===== config.mk =====
export PLATFORM = sky130hd
export DESIGN_NAME = pic_cell
export DESIGN_NICKNAME = d
export VERILOG_FILES = /design/src/rtl/pic_pkg.sv /design/src/rtl/pic_cell.sv
export SDC_FILE = /design/constraint.sdc
export NUM_CORES = 1
export LEC_CHECK = 0
export ABC_CLOCK_PERIOD_IN_PS = 3500
export BUFFER_PORTS_ARGS = -buffer_cell sky130_fd_sc_hd__buf_2
export CELL_PAD_IN_SITES_DETAIL_PLACEMENT = 0
export CELL_PAD_IN_SITES_GLOBAL_PLACEMENT = 2
export CORE_MARGIN = 2
export CORE_UTILIZATION = 34
export CTS_CLUSTER_SIZE = 24
export DETAILED_ROUTE_END_ITERATION = 16
export PLACE_DENSITY_LB_ADDON = 0.1
export SYNTH_ARGS = -nofsm -noshare
export SYNTH_HDL_FRONTEND = slang
export SYNTH_SLANG_ARGS = --single-unit
export TNS_END_PERCENT = 1

===== constraint.sdc =====
create_clock -name clk -period 3.5 [get_ports clk]
set_input_delay 0.35 -clock clk [delete_from_list [all_inputs] [get_ports clk]]
set_output_delay 0.35 -clock clk [all_outputs]
set_load 0.05 [all_outputs]

===== src/rtl/pic_pkg.sv =====
package pic_pkg;

	localparam int MAX_LEN = 256;
	localparam int VAL_W   = 8;
	localparam int CNT_W   = $clog2(MAX_LEN + 1);
	localparam int TOT_W   = 15;
	localparam logic [TOT_W-1:0] TOT_MAX = {TOT_W{1'b1}};

	// token moving down the cell chain
	typedef struct packed {
		logic             vld;
		logic [VAL_W-1:0] value;
		logic             last;
		logic             stored;  // already parked in a cell
		logic [CNT_W-1:0] cnt;     // held values greater than this one
	} tok_t;

endpackage


===== src/rtl/pic_cell.sv =====
module pic_cell (
	input  logic          clk,
	input  logic          arst_n,
	input  logic          adv,
	input  pic_pkg::tok_t tok_in,
	output pic_pkg::tok_t tok_out
);
	import pic_pkg::*;

	logic             hv_q;
	logic [VAL_W-1:0] hval_q;
	tok_t             tok_q;
	tok_t             tok_d;
	logic             gt;
	logic             take;

	assign gt   = tok_in.vld && hv_q && (hval_q > tok_in.value);
	assign take = tok_in.vld && !tok_in.stored && !hv_q;

	always_comb begin
		tok_d        = tok_in;
		tok_d.cnt    = tok_in.cnt + CNT_W'(gt);
		tok_d.stored = tok_in.stored | take;
	end

	always_ff @(posedge clk or negedge arst_n) begin
		if (!arst_n) begin
			hv_q  <= 1'b0;
			tok_q <= '0;
		end else if (adv) begin
			tok_q <= tok_d;
			// last element empties the cell behind it for the next sequence
			if (tok_in.vld && tok_in.last) begin
				hv_q <= 1'b0;
			end else if (take) begin
				hv_q <= 1'b1;
			end
		end
	end

	always_ff @(posedge clk) begin
		if (adv && take) begin
			hval_q <= tok_in.value;
		end
	end

	assign tok_out = tok_q;

endmodule


### After elaboration in Yosys (flattened, before gate mapping)

Cells that the tools add are included.

* bits in registers: 29
* word-level logic and storage cells: 22

* $add $sub $neg: 1
* $lt $le $gt $ge: 1
* muxes and demuxes: 2
* bitwise logic cells: 1
* reduce and logical (&&, ||, !) cells: 10

Operators with widths (count)
* 9-bit by 1-bit adder with 9-bit output: 1
* 8-bit > comparator: 1
* 1-bit logical AND: 6
* 1-bit logical NOT: 2
* 1-bit two-way mux: 2
* 2-bit AND reduction: 1
* 2-bit nonzero test: 1
* 1-bit bitwise OR: 1

### Longest topological paths before layout

* word-level depth: 5
* mapped depth: 12
* mapped depth without buffers: 12

### Least setup slack after synthesis

OpenSTA, ideal clock, no wires.

* path type: in2reg
* from: in tok_in[12] (netlist name)
* to: reg tok_q (netlist bit tok_out[6])
* library setup time: 0.137 ns
* arrival: 1.910 ns
* required time: 3.363 ns
* path slack: 1.453 ns
* stages on the path: 12
* path buffers: 0
* path through: inv_1 -> ha_1 -> nor2b_1 -> o211ai_1 -> a21oi_1 -> o21a_1 -> ha_1 -> ha_1 -> nand2_1 -> nor2_1 -> xnor2_1 -> a21oi_1

* longest elaborated chain between the ends: 3

RTL lines
* from (decl): RTL line pic_cell.sv:5 `input pic_pkg::tok_t tok_in,`
* 8-bit > comparator: RTL line pic_cell.sv:17 `assign gt = tok_in.vld && hv_q && (hval_q > tok_in.value);`
* 1-bit logical AND: RTL line pic_cell.sv:17
* 9-bit by 1-bit adder with 9-bit output: RTL line pic_cell.sv:22 `tok_d.cnt = tok_in.cnt + CNT_W'(gt);`
* to (signal assigned): RTL line pic_cell.sv:31 `tok_q <= tok_d;`
* to (decl): RTL line pic_cell.sv:12 `tok_t tok_q;`

Every way passes these cells.
A chain may end at the register's enable or synchronous reset.

### Worst setup path in the final report

* from: reg hval_q[1]
* to: reg tok_q (netlist bit tok_out[8])

* longest elaborated chain between the ends: 3

RTL lines
* from (decl): RTL line pic_cell.sv:11 `logic [VAL_W-1:0] hval_q;`
* from (signal assigned): RTL line pic_cell.sv:43 `hval_q <= tok_in.value;`
* 8-bit > comparator: RTL line pic_cell.sv:17
* 1-bit logical AND: RTL line pic_cell.sv:17
* 9-bit by 1-bit adder with 9-bit output: RTL line pic_cell.sv:22

Every way passes these cells.

==> summary.txt <==
Run status
  – Outcome: completed

Yosys
  – Part of the Yosys area used for sequential elements: 55.69%
  – Post-Synth XOR/XNOR Area: 4.459%
  – Average footprint of a synthesized cell: 11.85 um2
  – Arithmetic-cell share of the synthesized area counting full adders, half adders and majority gates: 9.099%
  – Compound-gate portion of the synthesized area: 7.734%
  – Distinct cells, synth: 23
  – Net count of the mapped netlist: 149
  – Post-Synthesis Cells: 116
  – Largest family of logic cells by synthesized area: simple AND/OR/NAND/NOR gates
  – Post-synthesis simple-gate area fraction: 10.01%
  – Yosys warning count: 0
  – Mux cell area share after synthesis: 9.008%
  – Yosys reg bits: 29
  – Cell area after technology mapping: 1375 um2

Power
  – Sequential share of power: 47.1%
  – Pwr per Cell Area: 482.9 nW/um2
  – Overall power after layout: 0.8296 mW
  – Power spent charging and discharging nets: 0.2631 mW
  – Maximum vdd ir drop: 0.0002122 V
  – Static leakage: 0.7881 nW
  – Clock power frac: 29.7%
  – Cell internal power dissipation: 0.5665 mW
  – Portion of total power attributed to combinational logic: 23.3%
  – Switching power share of the total: 31.71%

Setup path
  – Worst Path Class, Setup: reg2reg
  – Reg2Reg Setup Slack: 1.30 ns
  – Data required time of the critical path: 3.63 ns
  – Startpoint kind of the worst setup timing path: flip-flop
  – Worst-path fanout max: 3
  – Worst reg-to-reg path cell count: 11
  – Capturing point of the worst reg2reg path: tok_out[8]
  – Worst path arrival time: 2.32 ns
  – CP Capture Type: flip-flop
  – Reg-to-Reg Start: hval_q[1]

Drt
  – Detail-routed via count per cell: 4.577
  – Count of TritonRoute iterations in the first routing pass: 4
  – DRC: 0
  – Initial DRC count: 46
  – Routed wirelength normalized by instance count: 12.15 um
  – Wire length after detailed routing: 2588 um
  – Post-DRT Antenna Nets: 0
  – Number of vias in the routed layout: 975

Timing
  – Final period util: 62.78%
  – Final critical path time including I/O delays and setup: 2.197 ns
  – Worst clock skew: 0.003672 ns
  – Total count of hold-check failures in the final report: 0
  – Final setup fails: 0
  – Achievable Freq: 0.4551 GHz
  – Worst relative slew slack: 62.33%
  – Actual slew at the worst max-slew pin: 0.5651 ns
  – Unrepaired setup endpoints after global routing: no
  – Fin. max-slew vios: 0
  – Final TNS setup: 0 ns

Hold path
  – Min-Delay Path Class: in2async

Placement
  – Number of port buffers: 42
  – Final RePlAce weighted congestion: 0.7456
  – Final HPWL DP: 1957 um

Finish
  – Final Net Count: 196
  – Fillers: 389
  – Fraction of final layout cells sized beyond drive strength 1: 38.65%
  – Area overhead of the layout relative to synthesis: 24.93%
  – Antenna Cells: 0
  – Utilization of the core after routing: 43.57%

Global route
  – Antenna violations before repair: 0
  – Global-route wire length before repair: 4098 um
  – Maximum number of pins on one net before global-route repair: 32
  – Overall Global Routing Usage: 12.46%
  – Overflow left after global routing: 0
  – Via count of the first global-routing pass: 954

Floorplan
  – Total Die Area: 4569 um2
  – Top-level I/O count: 43
  – Number of placement rows: 23
  – Die height: 67.60 um
  – Std-Cell Core Area: 3943 um2
  – Starting density of the core: 34.88%
  – Die width: 67.60 um

Clock tree
  – Root Driver: sky130_fd_sc_hd__clkbuf_8
  – Total number of clock tree sinks: 29
  – Clock buffers created by TritonCTS: 5
  – Clock edge transition at the registers on the reported setup and hold paths: 0.06 ns
  – CTS tree: built
  – Clock latency on the worst-skew pair: 0.27 ns
  – Max Buffers Root-to-Sink: 2
  – Number of H-tree levels: 2
  – Postcts setup bufs: 0
  – CTS hold repair buffers: 0
  – Number of resized instances in the post-cts repair step: 0

Flow run
  – Reported max-cap violation count: 0
-- through the flow --
stage / cells / hold WS [ns] / area (um2) / setup slack, ns
floorplan: 116 / 0.05441 / 1375 / 1.453
global placement: 206 / 0.3434 / 1642 / 1.222
detailed placement: 206 / 0.3501 / 1642 / 1.176
CTS: 213 / 0.05508 / 1718 / 1.265
global route: 213 / 0.06851 / 1718 / 1.092
finish: 213 / 0.04115 / 1718 / 1.303
-- Yosys cell counts --
cell type / number / share of area [%]
sky130_fd_sc_hd__o211a_1: 1 / 0.73
sky130_fd_sc_hd__a31oi_1: 1 / 0.46
sky130_fd_sc_hd__nand3_1: 1 / 0.36
sky130_fd_sc_hd__o211ai_1: 1 / 0.55
sky130_fd_sc_hd__inv_1: 11 / 3.0
sky130_fd_sc_hd__a21oi_1: 13 / 4.7
sky130_fd_sc_hd__xnor2_1: 5 / 3.2
sky130_fd_sc_hd__nor2_1: 12 / 3.3
sky130_fd_sc_hd__buf_2: 2 / 0.73
sky130_fd_sc_hd__nor3_2: 2 / 1.5
sky130_fd_sc_hd__nand4_1: 2 / 0.91
sky130_fd_sc_hd__o21ai_0: 2 / 0.73
sky130_fd_sc_hd__edfxtp_1: 8 / 17
sky130_fd_sc_hd__dfrtp_1: 21 / 38
sky130_fd_sc_hd__nor2b_1: 1 / 0.46
sky130_fd_sc_hd__xor2_1: 2 / 1.3
sky130_fd_sc_hd__nand3_2: 2 / 1.5
sky130_fd_sc_hd__mux2_2: 11 / 9.0
sky130_fd_sc_hd__clkbuf_1: 1 / 0.27
sky130_fd_sc_hd__o21a_1: 1 / 0.55
sky130_fd_sc_hd__nand2_1: 5 / 1.4
sky130_fd_sc_hd__nor4bb_1: 1 / 0.73
sky130_fd_sc_hd__ha_1: 10 / 9.1
-- worst max path at each step --
stage / from / slack (ns) / to / cells after the start
6_report: hval_q[1] / 1.30 / tok_out[8] / 11
5_1_grt: hval_q[1] / 1.09 / tok_out[8] / 11
4_1_cts: hval_q[1] / 1.26 / tok_out[8] / 11
3_5_place_dp: tok_in[12] / 1.18 / tok_out[8] / 13
3_3_place_gp: tok_in[12] / 1.22 / tok_out[4] / 12
2_1_floorplan: tok_in[12] / 1.45 / tok_out[6] / 12
-- critical path, cell delays in order, from the launching register on --
cell and delay, ns:
sky130_fd_sc_hd__edfxtp_1 0.37, sky130_fd_sc_hd__ha_1 0.30, sky130_fd_sc_hd__nor2b_1 0.12, sky130_fd_sc_hd__o211ai_1 0.08
sky130_fd_sc_hd__a21oi_1 0.16, sky130_fd_sc_hd__o21a_1 0.13, sky130_fd_sc_hd__ha_1 0.17, sky130_fd_sc_hd__ha_1 0.21
sky130_fd_sc_hd__nand2_1 0.10, sky130_fd_sc_hd__nor3_2 0.19, sky130_fd_sc_hd__xnor2_1 0.14, sky130_fd_sc_hd__a21oi_1 0.08
-- kinds of logic after synthesis --
logic type,Yosys count
mux,11
flops,29
compound gates,19
xor+xnor,7
buf+inv,14
simple gates,26
fa+ha+maj,10
-- power by group through the flow --
stage | combinational (mW) | sequential (mW) | clock [mW]
after floorplan | 0.0510 | 0.481 | 0
after global placement | 0.194 | 0.396 | 0
after detailed placement | 0.195 | 0.397 | 0
after CTS | 0.196 | 0.391 | 0.258
after global routing | 0.208 | 0.394 | 0.272
final | 0.193 | 0.391 | 0.246
-- layout by cell type, fill, tap and decap left out, types with 2 or more instances in the layout --
master and count:
sky130_fd_sc_hd__o21ai_0 2, sky130_fd_sc_hd__nand4_1 2, sky130_fd_sc_hd__nor3_2 2, sky130_fd_sc_hd__nand2_1 5, sky130_fd_sc_hd__a21oi_1 13, sky130_fd_sc_hd__xor2_1 2
sky130_fd_sc_hd__ha_1 10, sky130_fd_sc_hd__inv_1 11, sky130_fd_sc_hd__buf_2 42, sky130_fd_sc_hd__edfxtp_1 8, sky130_fd_sc_hd__nor2_1 12, sky130_fd_sc_hd__xnor2_1 5
sky130_fd_sc_hd__dfrtp_1 21, sky130_fd_sc_hd__mux2_2 11, sky130_fd_sc_hd__clkbuf_8 5, sky130_fd_sc_hd__nand3_2 2
-- layout make-up --
type                       count  area, um2  area share, %
sequential                    29      765.7          44.57
timing repair buffer          43      217.7          12.67
inverter                      11      41.29          2.403
clock inverter                 1      3.754         0.2185
multi-input combinational     73      554.3          32.27
tap                           50      62.56          3.642
clock buffer                   6      72.57          4.224
-- state kept, by name, summed over array words and instances (netlist names) --
| register | flops |
|---|---|
| tok_out | 20 |
| hv_q | 1 |
| hval_q | 8 |
-- routing by layer --
layer	GRT usage (%)	vias to the layer above	part of all wire, %
met3	4.167	4	6.0
met4	6.888	0	1.1
met1	15.55	448	48
met5	0	-	0
met2	18.87	28	45
li1	-	495	-
(Power assumes the default switching activity.)
