[src/rtl/pic_pkg.sv]
package pic_pkg;

	localparam int MAX_LEN = 256;
	localparam int VAL_W   = 8;
	localparam int CNT_W   = $clog2(MAX_LEN + 1);
	localparam int TOT_W   = 15;
	localparam logic [TOT_W-1:0] TOT_MAX = {TOT_W{1'b1}};

	// token moving down the cell chain
	typedef struct packed {
		logic             vld;
		logic [VAL_W-1:0] value;
		logic             last;
		logic             stored;  // already parked in a cell
		logic [CNT_W-1:0] cnt;     // held values greater than this one
	} tok_t;

endpackage

[src/rtl/pic_accum.sv]
module pic_accum (
	input  logic                      clk,
	input  logic                      arst_n,
	input  logic                      adv,
	input  pic_pkg::tok_t             tok_in,
	output logic                      result_valid,
	output logic [pic_pkg::TOT_W-1:0] inversions,
	output logic                      overflow
);
	import pic_pkg::*;

	logic [TOT_W-1:0] total_q;
	logic             ovf_q;
	logic             rvld_q;
	logic [TOT_W-1:0] inv_q;
	logic             rovf_q;
	logic [TOT_W:0]   sum;
	logic [TOT_W-1:0] total_d;
	logic             ovf_d;

	assign sum = {1'b0, total_q} + (TOT_W + 1)'(tok_in.cnt);

	always_comb begin
		total_d = total_q;
		ovf_d   = ovf_q;
		if (tok_in.vld) begin
			if (tok_in.stored) begin
				total_d = sum[TOT_W] ? TOT_MAX : sum[TOT_W-1:0];
			end else begin
				ovf_d = 1'b1;  // found no free cell
			end
		end
	end

	always_ff @(posedge clk or negedge arst_n) begin
		if (!arst_n) begin
			total_q <= '0;
			ovf_q   <= 1'b0;
			rvld_q  <= 1'b0;
		end else if (adv) begin
			if (tok_in.vld && tok_in.last) begin
				total_q <= '0;
				ovf_q   <= 1'b0;
				rvld_q  <= 1'b1;
			end else begin
				total_q <= total_d;
				ovf_q   <= ovf_d;
				rvld_q  <= 1'b0;
			end
		end
	end

	always_ff @(posedge clk) begin
		if (adv && tok_in.vld && tok_in.last) begin
			inv_q  <= total_d;
			rovf_q <= ovf_d;
		end
	end

	assign result_valid = rvld_q;
	assign inversions   = inv_q;
	assign overflow     = rovf_q;

endmodule

[config.mk]
export PLATFORM = sky130hd
export DESIGN_NAME = pic_accum
export DESIGN_NICKNAME = d
export VERILOG_FILES = /design/src/rtl/pic_pkg.sv /design/src/rtl/pic_accum.sv
export SDC_FILE = /design/constraint.sdc
export NUM_CORES = 1
export LEC_CHECK = 0
export ABC_AREA = 1
export BUFFER_PORTS_ARGS = -buffer_cell sky130_fd_sc_hd__buf_4
export CORE_UTILIZATION = 40
export DETAILED_ROUTE_END_ITERATION = 7
export PLACE_DENSITY = 0.63
export SLEW_MARGIN = 20
export SYNTH_ARGS = -nofsm -noshare
export SYNTH_HDL_FRONTEND = slang
export SYNTH_SLANG_ARGS = --single-unit
[constraint.sdc]
create_clock -name clk -period 2.3 [get_ports clk]
set_input_delay 0.46 -clock clk [delete_from_list [all_inputs] [get_ports clk]]
set_output_delay 0.46 -clock clk [all_outputs]
set_load 0.02 [all_outputs]
# [Word-level counts from Yosys, hierarchy flattened]
# Index checks and enable logic that the tools add are counted.
[word_totals] word_cells=17 register_bits=33 inputBits=23
[classes] n_addsub=1 n_reduce_logical=3 n_mux=8
[ops] op="$mux 15" n=4
[ops] op="$add 15x9->16" n=1
[ops] op="$mux 1" n=4
[ops] op="$logic_and 1x1->1" n=3

# [Logic depth before layout (Yosys ltp)]
# Gate-level depths: netlist of the first run.
[depth] ltp_word=5 depth_mapped=13

# [Least setup slack after synthesis of the first run]
# No wires, ideal clock.
[synth_timing] path_kind="input port to flip-flop" from="input adv" to="register inv_q[0] (netlist: inversions[0]) (enable)" path_slack_ns=0.341 path_buffers=1 arrival_time_ns=1.571 stages=3 cell_sequence="clkinv_1 > clkbuf_1 > nor2_1"
[synth_via] elab_chain_len=2
[synth_rtl] element="start, declared" line_no="pic_accum.sv:4" source="input logic adv,"
[synth_rtl] element="$logic_and 1x1->1 (2 in a row)" line_no="pic_accum.sv:54" source="if (adv && tok_in.vld && tok_in.last) begin"
[synth_rtl] element="end signal, assigned" line_no="pic_accum.sv:55" source="inv_q <= total_d;"
[synth_rtl] element="end, declared" line_no="pic_accum.sv:15" source="logic [TOT_W-1:0] inv_q;"
# Every way passes these cells.
# A chain may end at the register's enable or synchronous reset.

# [Worst setup path in the final report of the first run]
[layout_timing] from="register total_q[0]" to="register inv_q[4] (netlist: inversions[4]), data pin"
[layout_via] elab_chain_len=4
[layout_rtl] element="start, declared" line_no="pic_accum.sv:12" source="logic [TOT_W-1:0] total_q;"
[layout_rtl] element="start signal, assigned" line_no="pic_accum.sv:46" source="total_q <= total_d;"
[layout_rtl] element="$add 15x9->16" line_no="pic_accum.sv:21" source="assign sum = {1'b0, total_q} + (TOT_W + 1)'(tok_in.cnt);"
[layout_rtl] element="$mux 15" line_no="pic_accum.sv:28" source="total_d = sum[TOT_W] ? TOT_MAX : sum[TOT_W-1:0];"
[layout_rtl] element="$mux 15" line_no="pic_accum.sv:27" source="if (tok_in.stored) begin"
[layout_rtl] element="$mux 15" line_no="pic_accum.sv:26" source="if (tok_in.vld) begin"
[layout_rtl] element="via total_d[4]" line_no="pic_accum.sv:18" source="logic [TOT_W-1:0] total_d;"
# The timed path passes the listed nets, and every way through them passes these cells.

==> flow_summary.toml, run 1 <==
[run_status]
run_status = "complete, no violations"

[sta]
fmaxAchievable_ghz = 0.491
measured_slew_at_the_worst_slew_check_pin_ns = 0.613
relSlewSlack_pct = 59.1
finalCritPeriodShare_pct = 88.6
timing_hold_violations_final = 0
setup_viol = 0
final_max_slew_viol_count = 0
grt_setup_unrepaired = "no"
setup_total_negative_slack_ns = 0
finalWorstPathRequiredPeriod_ns = 2.04
fin_skew_ns = 0.00507

[yosys]
ys_top_cells_by_area = "sky130_fd_sc_hd__edfxtp_1 (22%), sky130_fd_sc_hd__dfrtp_1 (19%), sky130_fd_sc_hd__nand2_1 (19%)"
synth_top_area_cell = "sky130_fd_sc_hd__edfxtp_1"
netlist-cell-type-count = 30
post_synth_net_total = 325
synth.yosys.seq_area_share_pct = 41.2
syn_area_um2 = 2200
synthDominantCellAreaShare_pct = 21.9
cells_after_synth = 292
synth.ff_latch_count = 33
avg_inst_size_synth_um2 = 7.53
synth.yosys.warnings = 0

[power_and_ir_drop]
power.leakage_nw = 1.43
fin_total_pwr_mw = 1.76
ir_worst_vdd_uv = 422
pwrdens_nw_per_um2 = 666

[placement]
io_buffer_count = 31
gp_congestion = 0.895
dp_hpwl_mm = 3.76

[global_routing]
grt_start_max_net_pins = 20
antenna_violations_before_repair = 0
global_route.usage.total_pct = 18.0
global_route_wire_length_before_repair_mm = 8.36
grt.overflow.total = 0
first_global_vias = 1818

[routing]
detail-route-antenna-nets = 0
routed_via_density = 4.82
drt_first_iter_violations = 107
postRouteWirelength_mm = 4.96
avgRoutedWirePerCell_um = 12.3
route.vias.total = 1936
first_pass_iters = 4
drc = 0

[worst_setup_path]
r2r_start = "total_q[0]"
r2r_end = "inversions[4]"
crit_fanout = 3
worstRegToRegCells = 9
path_class = "flip-flop to flip-flop"
setup.worst_path.start_class = "flip-flop"
required_ns = 2.34
cp_data_arrival_time_ns = 2.08
end_kind = "flip-flop"
r2r_slack_ns = 0.26

[die]
io_pins = 40
dieHeight_um = 76.1
initial_utilization_pct = 42.2
dieArea_um2 = 5800
placementRows = 26
design.core.area_um2 = 5200
die_w_um = 76.1

[layout]
final_layout_size_suffix_gt1_share_pct = 20.5
fill_cells = 525
commonest_non_fill_non_tap_cell_in_the_layout = "sky130_fd_sc_hd__nand2_1"
multiInputGateArea_um2 = 1100
postLayoutCoreUtil_pct = 50.7
antenna_diode_count = 0
finalNetCount = 364
area_growth_syn_to_layout_pct = 20.0
seq_area_um2 = 906
final_cell_mix = "sky130_fd_sc_hd__nand2_1 (109), sky130_fd_sc_hd__inv_1 (38), sky130_fd_sc_hd__buf_4 (38)"

[clock_tree]
cts-resized-gates = 0
clk_path_buf_depth = 2
clkSinkCount = 33
worstSkewPairLatency_ns = 0.28
hold_buf_count_cts = 0
cts_tree = "done"
htreeDepth = 2
cts.reportedPaths.clkPinSlew_ns = 0.07
cts_setup_buffers = 0
cts_buffers = 5
cts_root_buffer = "sky130_fd_sc_hd__clkbuf_8"

[run]
maxCapViolCount = 0

[worst_hold_path]
worst_min_delay_path_category = "input port to asynchronous set/reset pin"
-- sequential cells by signal, summed over array words and instances (netlist names) --
register / count
total_q: 15
overflow: 1
ovf_q: 1
inversions: 15
result_valid: 1
-- power breakdown --
| part | total, mW | switching [mW] | internal (mW) |
|---|---|---|---|
| logic | 0.476 | 0.290 | 0.186 |
| registers | 0.709 | 0.0361 | 0.673 |
| clock network | 0.571 | 0.217 | 0.353 |
-- worst max path at each step --
stage | start | end | depth (start not counted)
after floorplan | adv | inversions[0] | 3
after CTS | total_q[0] | inversions[4] | 9
final | total_q[0] | inversions[4] | 9
after global routing | total_q[0] | inversions[4] | 9
after detailed placement | tok_in[0] | inversions[4] | 10
after global placement | tok_in[0] | inversions[4] | 10
-- Yosys cell counts (all sizes together) --
master,count
o21ai,3
nor4,1
a31oi,1
xnor2,2
ha,9
a21boi,2
dfrtp,17
edfxtp,16
clkinv,1
a21oi,9
nand3b,1
or2,7
nand2,114
nand4,2
fa,1
nand3,39
clkbuf,1
xor2,1
inv,38
nor2,22
buf,5
-- critical path, cell delays in order, from the launching register on --
cell and delay, ns:
sky130_fd_sc_hd__dfrtp_1 0.39, sky130_fd_sc_hd__ha_1 0.22, sky130_fd_sc_hd__fa_1 0.45, sky130_fd_sc_hd__nand3_1 0.11, sky130_fd_sc_hd__nand3_1 0.14, sky130_fd_sc_hd__xor2_1 0.18
sky130_fd_sc_hd__nor2_1 0.12, sky130_fd_sc_hd__nand2_2 0.07, sky130_fd_sc_hd__nand2_1 0.07, sky130_fd_sc_hd__inv_1 0.04
-- metal layers --
metal	GRT usage [%]	wire length (um)
met5	0	0
met4	6.15	54
met3	3.59	186
met2	30.0	2330
met1	23.2	2390
-- layout make-up --
cell class | count | area share, %
Multi-Input combinational cell | 214 | 41.6
Sequential cell | 33 | 34.3
Timing Repair Buffer | 38 | 10.8
Inverter | 39 | 5.55
Tap cell | 70 | 3.32
Clock buffer | 7 | 3.27
Clock inverter | 1 | 1.14
-- stage by stage --
step,hold WS (ns),cell area (um^2),worst slack [ns],instances
after floorplan,0.164,2200,0.341,292
after global placement,0.348,2520,0.103,394
after detailed placement,0.354,2520,0.0695,394
after CTS,0.0442,2640,0.258,402
after global routing,0.0455,2640,0.126,402
final,0.0398,2640,0.262,402
-- cell families (layout without fill, tap and decap cells) --
logic type | count (synthesis) | after routing | synth area share [%]
flops | 33 | 33 | 41.2
compound gates | 15 | 15 | 3.87
fa+ha+maj | 10 | 10 | 6.03
buf+inv | 45 | 85 | 8.88
simple gates | 186 | 186 | 38.8
xor+xnor | 3 | 3 | 1.20
Power figures use the tool's default switching activity.
==> inputs of run 2 (changes only) <==
Clock period 2.3 ns to 2.2 ns, I/O delays scaled along.
==> run 2 against run 1 <==
  * Clock power is 4.7% higher
  * Cell count is 0.50% higher
  * Critical path depth is 2 lower
  * Worst hold slack worse by 0.024 ns
  * Sequential power is 4.2% higher
  * Utilization is 0.53 points higher
  * Non-clock buffer count is 2 higher
  * First-iteration DRC count is 38% higher
  * Wire length is 3.0% lower
  * Worst setup slack worse by 0.048 ns
  * Register-to-register slack worse by 0.05 ns
  * Combinational power is 5.3% higher
  * Critical endpoint is now inversions[10]
  * Largest cell class unchanged
  * Highest routed layer unchanged
==> flow_summary.toml, run 2 (synthesis results as in run 1) <==
[clock_tree]
hold_buf_count_cts = 0
worstSkewPairLatency_ns = 0.29
htreeDepth = 2
cts_root_buffer = "sky130_fd_sc_hd__clkbuf_8"
clk_path_buf_depth = 2
cts-resized-gates = 0
cts_tree = "done"
clkSinkCount = 33
cts_setup_buffers = 0
cts.reportedPaths.clkPinSlew_ns = 0.07
cts_buffers = 5

[global_routing]
grt_start_max_net_pins = 20
global_route.usage.total_pct = 17.9
global_route_wire_length_before_repair_mm = 8.24
grt.overflow.total = 0
first_global_vias = 1819
antenna_violations_before_repair = 0

[power_and_ir_drop]
p_comb_share_pct = 27.3
power.leakage_nw = 1.44
sequentialPowerShare_pct = 40.2
fin_total_pwr_mw = 1.84
p_clk_share_pct = 32.5
pwrdens_nw_per_um2 = 689
power_switching_mw = 0.567
ir_worst_vdd_uv = 454
internal_power_mw = 1.27
power.switching_fraction_pct = 30.8

[routing]
route.met3.wl_um = 272
routed-wl-met2_mm = 2.18
postRouteWirelength_mm = 4.81
first_pass_iters = 5
detail-route-antenna-nets = 0
drt_first_iter_violations = 148
maxUsedRoutingLayer = "met4"
m1WireLength_mm = 2.30
avgRoutedWirePerCell_um = 11.9
routed_via_density = 4.78
drc = 0
route.vias.total = 1932

[layout]
commonest_non_fill_non_tap_cell_in_the_layout = "sky130_fd_sc_hd__nand2_1"
fill_cells = 508
finalNetCount = 366
seq_area_um2 = 906
area_growth_syn_to_layout_pct = 21.3
final_layout_size_suffix_gt1_share_pct = 21.0
multiInputGateArea_um2 = 1100
antenna_diode_count = 0
final_cell_mix = "sky130_fd_sc_hd__nand2_1 (109), sky130_fd_sc_hd__buf_4 (39), sky130_fd_sc_hd__inv_1 (38)"

[die]
design.core.area_um2 = 5200
dieArea_um2 = 5800
placementRows = 26
dieHeight_um = 76.1
io_pins = 40
initial_utilization_pct = 42.2
die_w_um = 76.1

[worst_setup_path]
worst_path_dominant_cell_family = "adder cells"
end_kind = "flip-flop"
cpMostUsedCell = "sky130_fd_sc_hd__nand3_1"
worstRegToRegCells = 7
timing.critical_path.from = "total_q[0]"
cp_data_arrival_time_ns = 2.02
r2r_start = "total_q[0]"
r2r_slack_ns = 0.21
crit_slowest_cell = "sky130_fd_sc_hd__fa_1"
setup.worst_path.start_class = "flip-flop"
crit_fanout = 6
path_buf_inv = 1
path_class = "flip-flop to flip-flop"
critical_path.max_stage_delay_ns = 0.42
r2r_end = "inversions[10]"
path_cells = "ha_1 -> fa_1 -> buf_4 -> nand3_1 -> nand3_1 -> nand3_1 -> nand3_2"
required_ns = 2.23

[sta]
setup_viol = 0
fin_worst_hold_slack_ns = 0.0156
setup_total_negative_slack_ns = 0
final_critical_path_setup_slack_ns = 0.214
timing_hold_violations_final = 0
finalCritPeriodShare_pct = 90.3
measured_slew_at_the_worst_slew_check_pin_ns = 0.620
final_max_slew_viol_count = 0
fin_skew_ns = 0.00849
relSlewSlack_pct = 58.6
finalWorstPathRequiredPeriod_ns = 1.99
grt_setup_unrepaired = "no"
fmaxAchievable_ghz = 0.503

[placement]
io_buffer_count = 31
place_worst_setup_slack_ns = 0.0462
dp_hpwl_mm = 3.63
gp_congestion = 0.897

[run]
maxCapViolCount = 0

[worst_hold_path]
worst_min_delay_path_category = "input port to asynchronous set/reset pin"

[run_status]
run_status = "complete, no violations"
-- run 2: cell types whose count changed in the layout (fill, tap and decap cells not counted) --
cell                     previous run  this run
sky130_fd_sc_hd__buf_12             0         1
sky130_fd_sc_hd__buf_4             38        39
-- run 2: area by class of cell --
| class | count | share of cell area [%] |
|---|---|---|
| multi-input cells | 214 | 41.2 |
| flip-flops and latches | 33 | 34.0 |
| repair buffers | 40 | 11.7 |
| inverters | 39 | 5.49 |
| well taps | 70 | 3.28 |
| clock buffers | 7 | 3.24 |
| clock inverters | 1 | 1.13 |
-- run 2: per-stage QoR --
stage          cell area [um^2]  util, %  std cells
2_1_floorplan              2200        -        292
3_3_place_gp               2550     49.0        396
3_5_place_dp               2550     49.0        396
4_1_cts                    2670     51.2        404
5_1_grt                    2670     51.2        404
6_report                   2670     51.2        404
-- run 2: worst max path at each step --
stage,to,slack [ns],depth (start not counted)
6_report,inversions[10],0.21,7
5_1_grt,total_q[10],0.07,9
4_1_cts,inversions[4],0.20,9
3_5_place_dp,inversions[4],0.05,10
3_3_place_gp,inversions[4],0.04,10
2_1_floorplan,inversions[0],0.26,3
-- run 2: power by group through the flow --
| stage | combinational, mW | clock, mW | sequential [mW] |
|---|---|---|---|
| global placement | 0.494 | 0 | 0.752 |
| floorplan | 0.355 | 0 | 0.760 |
| global route | 0.568 | 0.638 | 0.746 |
| finish | 0.501 | 0.598 | 0.739 |
| detailed placement | 0.497 | 0 | 0.752 |
| CTS | 0.503 | 0.604 | 0.740 |
-- run 2: routing by layer --
metal	global-route usage, %	vias to the layer above
met2	28.9	51
met4	6.73	0
li1	-	1002
met5	0	-
met1	23.0	874
met3	4.91	5
